File: src/sv/usc_pkg.sv
// Shared types, constants and byte classification for the UTF-8 sentence chunker.
package usc_pkg;

	localparam int QUEUE_DEPTH = 4;
	localparam int QUEUE_AW    = $clog2(QUEUE_DEPTH);
	localparam int QUEUE_CW    = $clog2(QUEUE_DEPTH + 1);

	localparam logic [7:0] MAX_CHARS_RESET = 8'd144;
	localparam logic [7:0] MAX_CHARS_MIN   = 8'd8;

	// One item's worth of output bytes, handed from front to back end.
	typedef struct packed {
		logic [3:0][7:0] bytes;
		logic [1:0]      last_idx;
		logic [3:0]      chunk_end;
		logic            text_end;
	} run_t;

	function automatic logic [2:0] lead_len(input logic [7:0] c);
		logic [2:0] n;
		n = 3'd1;
		if (c[7] == 1'b0)
			n = 3'd1;
		else if ((c & 8'he0) == 8'hc0)
			n = 3'd2;
		else if ((c & 8'hf0) == 8'he0)
			n = 3'd3;
		else if ((c & 8'hf8) == 8'hf0)
			n = 3'd4;
		return n;
	endfunction

	function automatic logic is_ascii_end(input logic [7:0] c);
		return c inside {8'h2e, 8'h21, 8'h3f, 8'h3b};
	endfunction

	function automatic logic is_wide_end(input logic [7:0] c0, input logic [7:0] c1,
			input logic [7:0] c2);
		return (c0 == 8'he3 && c1 == 8'h80 && c2 == 8'h82) ||
			(c0 == 8'hef && c1 == 8'hbc && c2 inside {8'h81, 8'h9f, 8'h9b});
	endfunction

endpackage

File: src/sv/usc_front.sv
// Front end: byte intake, character assembly, chunk counting and run build.
module usc_front (
	input  logic             clk,
	input  logic             arst_n,
	input  logic             max_chars_we,
	input  logic [7:0]       max_chars_wdata,
	input  logic             in_valid,
	output logic             in_ready,
	input  logic [7:0]       in_byte,
	input  logic             in_last,
	output logic             q_push,
	output usc_pkg::run_t    q_data,
	input  logic             q_full
);

	logic [2:0][7:0] held_q;
	logic [1:0]      cnt_q;
	logic [2:0]      need_q;
	logic [7:0]      chars_q;
	logic [7:0]      max_q;

	logic [3:0][7:0] tok;
	logic [2:0]      total;
	logic [2:0]      need;
	logic            complete;
	logic            emit;
	logic [3:0]      char_end;
	logic [3:0]      sent;
	logic [3:0]      ce;
	logic [2:0]      pos;
	logic [2:0]      n;
	logic [7:0]      c;
	logic [7:0]      c1;
	logic            acc;

	assign in_ready = !q_full;
	assign acc      = in_valid && in_ready;

	always_comb begin
		for (int i = 0; i < 3; i++) begin
			tok[i] = (2'(i) < cnt_q) ? held_q[i] : ((2'(i) == cnt_q) ? in_byte : 8'h00);
		end
		tok[3] = (cnt_q == 2'd3) ? in_byte : 8'h00;

		total    = {1'b0, cnt_q} + 3'd1;
		need     = (cnt_q == 2'd0) ? usc_pkg::lead_len(in_byte) : need_q;
		complete = total >= need;
		emit     = complete || in_last;

		char_end = '0;
		sent     = '0;
		pos      = 3'd0;
		n        = 3'd1;
		if (complete) begin
			char_end[2'(total - 3'd1)] = 1'b1;
			sent[2'(total - 3'd1)] = (total == 3'd1 && usc_pkg::is_ascii_end(tok[0])) ||
				(total == 3'd3 && usc_pkg::is_wide_end(tok[0], tok[1], tok[2]));
		end else begin
			// text ended mid-character: reparse, short leads become single bytes
			for (int i = 0; i < 4; i++) begin
				if (3'(i) == pos && 3'(i) < total) begin
					n = usc_pkg::lead_len(tok[i]);
					if (3'(i) + n > total)
						n = 3'd1;
					char_end[2'(3'(i) + n - 3'd1)] = 1'b1;
					sent[2'(3'(i) + n - 3'd1)] =
						(n == 3'd1 && usc_pkg::is_ascii_end(tok[i])) ||
						(n == 3'd3 && i == 0 &&
						usc_pkg::is_wide_end(tok[0], tok[1], tok[2]));
					pos = 3'(i) + n;
				end
			end
		end

		c  = chars_q;
		c1 = chars_q;
		ce = '0;
		for (int i = 0; i < 4; i++) begin
			if (char_end[i]) begin
				c1 = c + 8'd1;
				if (sent[i] || c1 >= max_q) begin
					ce[i] = 1'b1;
					c = 8'd0;
				end else begin
					c = c1;
				end
			end
		end
		if (in_last) begin
			ce[2'(total - 3'd1)] = 1'b1;
			c = 8'd0;
		end

		q_data.bytes     = tok;
		q_data.last_idx  = 2'(total - 3'd1);
		q_data.chunk_end = ce;
		q_data.text_end  = in_last;
		q_push           = acc && emit;
	end

	always_ff @(posedge clk or negedge arst_n) begin
		if (!arst_n) begin
			cnt_q   <= 2'd0;
			need_q  <= 3'd0;
			chars_q <= 8'd0;
			max_q   <= usc_pkg::MAX_CHARS_RESET;
		end else begin
			if (max_chars_we)
				max_q <= (max_chars_wdata < usc_pkg::MAX_CHARS_MIN) ?
					usc_pkg::MAX_CHARS_MIN : max_chars_wdata;
			if (acc) begin
				if (emit) begin
					cnt_q   <= 2'd0;
					need_q  <= 3'd0;
					chars_q <= c;
				end else begin
					cnt_q  <= cnt_q + 2'd1;
					need_q <= need;
				end
			end
		end
	end

	always_ff @(posedge clk) begin
		if (acc && !emit && cnt_q != 2'd3)
			held_q[cnt_q] <= in_byte;
	end

endmodule

File: src/sv/usc_queue.sv
// Short run queue between front and back end.
module usc_queue (
	input  logic          clk,
	input  logic          arst_n,
	input  logic          push,
	input  usc_pkg::run_t push_data,
	output logic          full,
	input  logic          pop,
	output usc_pkg::run_t head,
	output logic          empty
);

	usc_pkg::run_t                  mem_q [usc_pkg::QUEUE_DEPTH];
	logic [usc_pkg::QUEUE_AW-1:0]   wr_q;
	logic [usc_pkg::QUEUE_AW-1:0]   rd_q;
	logic [usc_pkg::QUEUE_CW-1:0]   cnt_q;

	assign full  = cnt_q == usc_pkg::QUEUE_CW'(usc_pkg::QUEUE_DEPTH);
	assign empty = cnt_q == '0;
	assign head  = mem_q[rd_q];

	always_ff @(posedge clk or negedge arst_n) begin
		if (!arst_n) begin
			wr_q  <= '0;
			rd_q  <= '0;
			cnt_q <= '0;
		end else begin
			if (push)
				wr_q <= wr_q + 1'b1;
			if (pop)
				rd_q <= rd_q + 1'b1;
			if (push && !pop)
				cnt_q <= cnt_q + 1'b1;
			else if (pop && !push)
				cnt_q <= cnt_q - 1'b1;
		end
	end

	always_ff @(posedge clk) begin
		if (push)
			mem_q[wr_q] <= push_data;
	end

endmodule

File: src/sv/usc_back.sv
// Back end: splits queued runs into single bytes behind an output register.
module usc_back (
	input  logic          clk,
	input  logic          arst_n,
	input  usc_pkg::run_t head,
	input  logic          q_empty,
	output logic          q_pop,
	output logic          out_valid,
	input  logic          out_ready,
	output logic [7:0]    out_byte,
	output logic          out_chunk_end,
	output logic          out_text_end,
	output logic          out_run_last
);

	logic [1:0] idx_q;
	logic       valid_q;
	logic [7:0] byte_q;
	logic       ce_q;
	logic       te_q;
	logic       rl_q;
	logic       load;
	logic       at_last;

	assign load    = !q_empty && (!valid_q || out_ready);
	assign at_last = idx_q == head.last_idx;
	assign q_pop   = load && at_last;

	assign out_valid     = valid_q;
	assign out_byte      = byte_q;
	assign out_chunk_end = ce_q;
	assign out_text_end  = te_q;
	assign out_run_last  = rl_q;

	always_ff @(posedge clk or negedge arst_n) begin
		if (!arst_n) begin
			idx_q   <= 2'd0;
			valid_q <= 1'b0;
		end else begin
			if (load) begin
				valid_q <= 1'b1;
				idx_q   <= at_last ? 2'd0 : idx_q + 2'd1;
			end else if (out_ready) begin
				valid_q <= 1'b0;
			end
		end
	end

	always_ff @(posedge clk) begin
		if (load) begin
			byte_q <= head.bytes[idx_q];
			ce_q   <= head.chunk_end[idx_q];
			te_q   <= at_last && head.text_end;
			rl_q   <= at_last;
		end
	end

endmodule

File: src/sv/utf8_sentence_chunker.sv
// Top level of the UTF-8 sentence chunker.
// Takes one text byte per cycle. Bytes of an unfinished character give no output and are
// held in the front end; a completed character, or the flush at end of text, becomes a run
// of one to four bytes in a four-entry queue. The back end sends one byte per cycle through
// a registered output while the receiver is ready. Input stalls only when the queue is full.
module utf8_sentence_chunker (
	input  logic       clk,
	input  logic       arst_n,
	input  logic       max_chars_we,
	input  logic [7:0] max_chars_wdata,
	input  logic       s_axis_tvalid,
	output logic       s_axis_tready,
	input  logic [7:0] s_axis_tdata,   // [7:0] in_byte
	input  logic       s_axis_tlast,   // text_last
	output logic       m_axis_tvalid,
	input  logic       m_axis_tready,
	output logic [7:0] m_axis_tdata,   // [7:0] out_byte
	output logic       m_axis_tlast,   // chunk_end
	output logic [1:0] m_axis_tuser    // [0] text_end, [1] run_last
);

	logic          q_push;
	logic          q_pop;
	logic          q_full;
	logic          q_empty;
	usc_pkg::run_t q_in;
	usc_pkg::run_t q_head;

	usc_front u_front (
		.clk             (clk),
		.arst_n          (arst_n),
		.max_chars_we    (max_chars_we),
		.max_chars_wdata (max_chars_wdata),
		.in_valid        (s_axis_tvalid),
		.in_ready        (s_axis_tready),
		.in_byte         (s_axis_tdata),
		.in_last         (s_axis_tlast),
		.q_push          (q_push),
		.q_data          (q_in),
		.q_full          (q_full)
	);

	usc_queue u_queue (
		.clk       (clk),
		.arst_n    (arst_n),
		.push      (q_push),
		.push_data (q_in),
		.full      (q_full),
		.pop       (q_pop),
		.head      (q_head),
		.empty     (q_empty)
	);

	usc_back u_back (
		.clk           (clk),
		.arst_n        (arst_n),
		.head          (q_head),
		.q_empty       (q_empty),
		.q_pop         (q_pop),
		.out_valid     (m_axis_tvalid),
		.out_ready     (m_axis_tready),
		.out_byte      (m_axis_tdata),
		.out_chunk_end (m_axis_tlast),
		.out_text_end  (m_axis_tuser[0]),
		.out_run_last  (m_axis_tuser[1])
	);

endmodule

File: config.mk
export PLATFORM = sky130hd
export DESIGN_NAME = utf8_sentence_chunker
export DESIGN_NICKNAME = d
export VERILOG_FILES = /design/src/sv/usc_pkg.sv /design/src/sv/usc_front.sv /design/src/sv/usc_queue.sv /design/src/sv/usc_back.sv /design/src/sv/utf8_sentence_chunker.sv
export SDC_FILE = /design/constraint.sdc
export NUM_CORES = 1
export LEC_CHECK = 0
export BUFFER_PORTS_ARGS = -buffer_cell sky130_fd_sc_hd__buf_2
export CORE_MARGIN = 10
export CORE_UTILIZATION = 55
export DETAILED_ROUTE_END_ITERATION = 10
export GPL_ROUTABILITY_DRIVEN = 0
export MAX_ROUTING_LAYER = met4
export PLACE_DENSITY = 0.68
export SYNTH_ARGS = -nofsm -noshare
export SYNTH_HDL_FRONTEND = slang
export SYNTH_SLANG_ARGS = --single-unit
File: constraint.sdc
create_clock -name clk -period 32.4 [get_ports clk]
set_input_delay 8.1 -clock clk [delete_from_list [all_inputs] [get_ports clk]]
set_output_delay 8.1 -clock clk [all_outputs]
set_load 0.05 [all_outputs]
# Yosys cells after proc, flatten, opt, wreduce, memory -nomap -nowiden
# Memory sizes are Yosys's and may differ from the RTL's.
# Index checks and enable logic that the tools add are counted.
# Widths: inputs -> output; s select.
dict set report word_totals {
  latch_bits 0
  ramBits 156
  out_inout_bits 13
  in_bits 22
  mem_count 1
  elab_cells 302
  regBits 66
  romBits 0
}
dict set report classes {
  div_mod_pow 0
  eq_ne 55
  mul 0
  addsub 22
  n_reduce_logical 54
  magnitude_cmp 30
  shifts 0
  mux 118
  n_bitwise 6
}
# name depth word_bits rd rd_ports_with_merged_regs write_ports line_no
set memory_table {}
lappend memory_table {u_queue.mem_q 4 39 1 0 1 usc_queue.sv:13} ;# usc_pkg::run_t mem_q [usc_pkg::QUEUE_DEPTH];
# cell count
set op_table {}
lappend op_table {{$mux 8} 19}
lappend op_table {{$mux 3} 50}
lappend op_table {{$eq 8x6->1 const B} 16}
lappend op_table {{$mux 4} 17}
lappend op_table {{$eq 8x8->1 const B} 8}
lappend op_table {{$add 8x1->8 const B} 4}
lappend op_table {{$ge 8x8->1} 4}
lappend op_table {{$logic_and 1x1->1} 29}
lappend op_table {{$eq 5x5->1 const B} 5}
lappend op_table {{$bwmux 24} 1}
lappend op_table {{$lt 2x3->1 const B} 7}
lappend op_table {{$eq 4x4->1 const B} 5}
lappend op_table {{$eq 3x3->1 const B} 6}
lappend op_table {{$mux 1} 18}
lappend op_table {{$bmux 8 s2} 1}
lappend op_table {{$demux 8 s2} 1}
lappend op_table {{$or 4x4->4} 4}
lappend op_table {{$reduce_bool 4->1} 4}
lappend op_table {{$eq 3x1->1 const B} 5}
lappend op_table {{$bwmux 4} 3}
lappend op_table {{$ge 2x1->1 const B} 6}
lappend op_table {{$gt 3x3->1} 4}
lappend op_table {{$demux 1 s2} 5}
lappend op_table {{$sub 2x1->2 const B} 5}
lappend op_table {{other kinds (31)} 58}

# Longest topological paths before layout
dict set report depth {
  depth_word 78
  mapped_depth 65
  depth_no_buf 61
}

# Cells and area by module
# Synthesis repeated with hierarchy kept, for this count alone.
dict set report unflattened {
  hier_cells 986
  hier_area_um2 12821.0
}
# module n_inst seq_area_each_um2 area_per_inst_um2 cells_each
set by_module_without_submodules {}
lappend by_module_without_submodules {usc_queue 1 4859.7 6068.3 238}
lappend by_module_without_submodules {usc_front 1 1248.7 5989.5 704}
lappend by_module_without_submodules {usc_back 1 405.4 763.2 44}

# Worst setup path after synthesis
# No wires, ideal clock.
dict set report synth_path {
  path_kind {input-to-reg}
  start {input port s_axis_tdata[3]}
  end {register u_front.chars_q[3]}
  t_required_ns 32.304
  stages 61
  n_path_buf 3
  arrival_time_ns 18.705
  path_slack_ns 13.600
  setup_time_ns 0.096
  path_cell_list {buf_2 -> nand2b_1 -> a222oi_1 -> inv_1 -> ha_1 -> xor2_1 -> ha_1 -> nand3_1 -> o21ai_0 -> o21ai_0 -> inv_1 -> ha_1 -> o21ai_0 -> mux2i_1 -> o41ai_4 -> a311oi_2 -> or3_4 -> a32o_2 -> [... 25 more ...] -> and2_1 -> buf_2 -> a211oi_1 -> a21oi_1 -> and3_1 -> clkbuf_1 -> xor2_1 -> ha_1 -> nor2b_1 -> o21ai_0 -> nand2b_1 -> a21oi_1 -> nor2b_1 -> o21ai_0 -> nand2_1 -> nand2_1 -> nand3_1 -> o31ai_1}
}
dict set report synth_via {
  elab_chain_len 49
  word_cells_on_any_way 193
  classes_between {add/sub: 13; order compare: 16; eq/ne: 37; mux: 90; bitwise: 5; reduce/logical: 32}
}
# element line_no
set synth_rtl {}
lappend synth_rtl {{start: declaration} utf8_sentence_chunker.sv:13} ;# input logic [7:0] s_axis_tdata,
lappend synth_rtl {{parallel branches: the longest is 49 deep, another holds $add 1x3->3} n/a}
lappend synth_rtl {{end signal: assignment} usc_front.sv:105} ;# chars_q <= 8'd0;
lappend synth_rtl {{end signal: assignment} usc_front.sv:115} ;# chars_q <= c;
lappend synth_rtl {{end: declaration} usc_front.sv:19} ;# logic [7:0] chars_q;
# Several ways; the timed one is not identified. The select of a mux whose other input is x is not followed.
# A chain may end at the register's enable or synchronous reset.

# Final worst setup path
dict set report layout_path {
  start {input port s_axis_tdata[6]}
  end {register u_front.chars_q[6]}
}
# Same word-level chain as after synthesis.

==> results.md <==
- Reg2reg start: u_front.cnt_q[0]$_DFFE_PN0P_
- CTS sink cnt: around 220
- Number of synthesized flops with an enable pin: 191
- Yosys warning total: 0
- Number of synthesized register bits: around 220
- Worst EP required: 32,800 ps
- VDD IR-drop max: 0.0463 mV
- Tcrit/Tclk final: 61.6%
- Leading post-synthesis cells by cell area: edfxtp_1, mux4_2, ha_1
- Register area share after synthesis: between 50% and 60%
- Fin area: 13,400 um2
- Power per cell area: 84.6 nW/um2
- Reg-to-reg setup timing slack: around 19,000 ps
- Post-CTS Setup Bufs: 0
- Dominant synthesized flop cell: edfxtp_1
- Hold Fails Final Rpt: 0
- Distinct cell type count after synthesis: 95
- Die width: about 170 um
- Status: completed
- Placement Cell Area: between 10,000 and 15,000 um2
- Crit path from: s_axis_tdata[6]
- DR vias: between 8,000 and 9,000
- Setup violators final: 0
- Top-Level Pins: 35
- Post-layout util: 61.1%
- Critical Path Slowest Stage Cell: o41ai_4
- Layout Skew: 39.1 ps
- Leak: between 5 and 6 nW
- CTS Root Cell: clkbuf_16
- First-pass GRT wire length: 45,500 um
- Post-Synthesis Cell Area: 12,300 um2
- Post-Syn Nets: 1,060
- Initial Utilization: 56.2%
- Synth top area share: about 46%
- Synth area leader: edfxtp_1
- Clock slew at reported path FFs: 60 ps
- R2R cell count: 59
- Relative slew slack: 28.2%
- Startpoint types: input port
- Layout cell share with drive strength beyond 1: 16.5%
- Endpoint type of the worst setup path: flop
- Core ar.: 22,000 um2
- Fin nets: 1,088
- Mean routed wirelength per cell: 22.2 um
- Drt pass-1 iters: 6
- Die height: 170 um
- Vias in the first global route: around 7,900
- Number of remaining DRC errors: 0
- Synth Instances: between 900 and 1,000
- DRT Wirelength: 28,700 um
- Worst Tran Pin Value: 1070 ps
- Number of vias per cell: roughly 6.3
- Pin count of the biggest net entering global routing: 40
- Total Routing Usage GR: slightly above 20%
- Max_cap viols: 0
- Synthesized area per cell: 12.8 um2
- Post-route ant nets: 0
- Total power: between 0.001 and 0.0015 W
- Clk_lat worst skew: approximately 520 ps
- GR Overflow Total: 0
- Initial antenna violation count: 0
- HPWL Detailed: 20,200 um
- End of the critical path: u_front.chars_q[6]$_DFFE_PN0P_
- CP arrival: roughly 20,000 ps
- Fmax: 50.1 MHz
- Die ar.: 28,800 um2
- Kind of critical path: in -> reg
- Largest fanout on the critical path: 14
- Max incr delay on CP: 540 ps
- FP Rows: 54
- Worst reg2reg path endpoint: u_front.chars_q[6]$_DFFE_PN0P_
- Worst path most repeated cell: ha_1
- # diodes: 0
- Cts-stage hold buffer count: 0
- RSZ-0062 raised after global routing: false
- Fin. max-slew vios: 0
- Clock buffer depth: 3
- Synth async-reset ratio: 14.0%
- Post-CTS sizing: 0
- Initial drt markers: ~800
- Min-delay worst type: reg -> reg
- Port Buffers: 34
- Setup TNS: 0 ps
- Num CTS Buffers: 23
- H-tree depth: 1
- CTS tree: done
- Layout area overhead: 8.70%
- Minimum clock period after layout: 19,940 ps
logic make-up after synthesis:
family                   share of synthesized area, %
multiplexers                                     10.0
XOR/XNOR                                         2.41
buffers and inverters                            2.75
adder cells (fa/ha/maj)                          7.26
AND/OR/NAND/NOR                                  11.9
flip-flops                                       52.8
AO/OA/AOI/OAI                                    12.9
power breakdown:
group | internal, W | switching [W] | leakage (nW)
registers | 0.000392 | 0.0000327 | 2.17
clock network | 0.000132 | 0.000104 | 0.309
logic | 0.000196 | 0.000279 | 2.53
total | 0.000719 | 0.000416 | 5.01
stage by stage:
stage / instances / setup WS, ps / hold WS, ps
final: 1291 / 12460 / 479
after floorplan: 967 / 13600 / 442
after detailed placement: 1250 / 12180 / 472
after CTS: 1291 / 12680 / 486
after global placement: 1250 / 12580 / 458
after global routing: 1291 / 11230 / 530
how the worst min path moves through the flow:
| stage | to | cells after the start | slack (ps) | start |
|---|---|---|---|---|
| after CTS | u_front.need_q[1]$_DFFE_PN0P_ | 2 | 490 | u_front.need_q[1]$_DFFE_PN0P_ |
| after global routing | u_front.need_q[2]$_DFFE_PN0P_ | 2 | 530 | u_front.need_q[2]$_DFFE_PN0P_ |
| after global placement | u_front.need_q[1]$_DFFE_PN0P_ | 2 | 460 | u_front.need_q[1]$_DFFE_PN0P_ |
| after floorplan | u_front.need_q[1]$_DFFE_PN0P_ | 2 | 440 | u_front.need_q[1]$_DFFE_PN0P_ |
| final | u_front.need_q[2]$_DFFE_PN0P_ | 2 | 480 | u_front.need_q[2]$_DFFE_PN0P_ |
| after detailed placement | u_front.need_q[1]$_DFFE_PN0P_ | 2 | 470 | u_front.need_q[1]$_DFFE_PN0P_ |
layout by cell type, fill, tap and decap left out, drive strengths merged, types with 15 or more instances in the layout:
master and count:
a21o 15, a21oi 28, and2 29, buf 42
clkbuf 33, dfrtp 29, edfxtp 191, ha 70
inv 44, mux4 48, nand2 80, nand3 32
nor2 40, o21ai 70, xnor2 19, xor2 15
worst max-delay path: cells and delay by family:
family,cells,cell delay (ps)
adder cells (fa/ha/maj),8,2160
XOR/XNOR,3,470
buffers and inverters,3,490
AO/OA/AOI/OAI,25,5920
AND/OR/NAND/NOR,19,3060
multiplexers,1,130
flip-flops by register name, summed over array words and instances, names as in the netlist, 2 cells and up:
| name | flops |
|---|---|
| u_queue.mem_q | 156 |
| u_front.held_q | 24 |
| u_back.out_byte | 8 |
| u_front.chars_q | 8 |
| u_front.max_q | 8 |
| u_front.need_q | 3 |
| u_queue.cnt_q | 3 |
| u_back.idx_q | 2 |
| u_front.cnt_q | 2 |
| u_queue.rd_q | 2 |
| u_queue.wr_q | 2 |
metal layers:
layer / share of wire, % / track usage (%)
met1: 46 / 28.8
met2: 47 / 32.1
met3: 6.0 / 2.58
met4: 1.3 / 3.78
met5: 0 / -
Yosys cell counts (all sizes together), types with 5 or more instances:
| cell type | number |
|---|---|
| a22o | 9 |
| xnor2 | 19 |
| and2 | 29 |
| dfrtp | 29 |
| inv | 43 |
| nand2b | 14 |
| mux4 | 48 |
| nor3 | 14 |
| o22ai | 7 |
| nor2 | 40 |
| o211ai | 6 |
| or2 | 8 |
| nor2b | 9 |
| a41oi | 5 |
| a211oi | 6 |
| nand4 | 8 |
| nand2 | 80 |
| mux2 | 7 |
| o31ai | 7 |
| a21oi | 28 |
| mux2i | 7 |
| and3 | 11 |
| xor2 | 15 |
| nand3b | 6 |
| buf | 18 |
| a21o | 15 |
| ha | 70 |
| o21a | 7 |
| edfxtp | 191 |
| a31oi | 9 |
| nand3 | 32 |
| nor3b | 5 |
| o21ai | 70 |
| clkbuf | 21 |
cell type report:
class	instances	area, um2
Fill cell	1681	8550
Timing Repair Buffer	42	230
Multi-Input combinational cell	662	5490
Tap cell	280	350
Inverter	44	165
Clock inverter	8	47.5
Sequential cell	222	6520
Clock buffer	33	613
(Power assumes the default switching activity.)
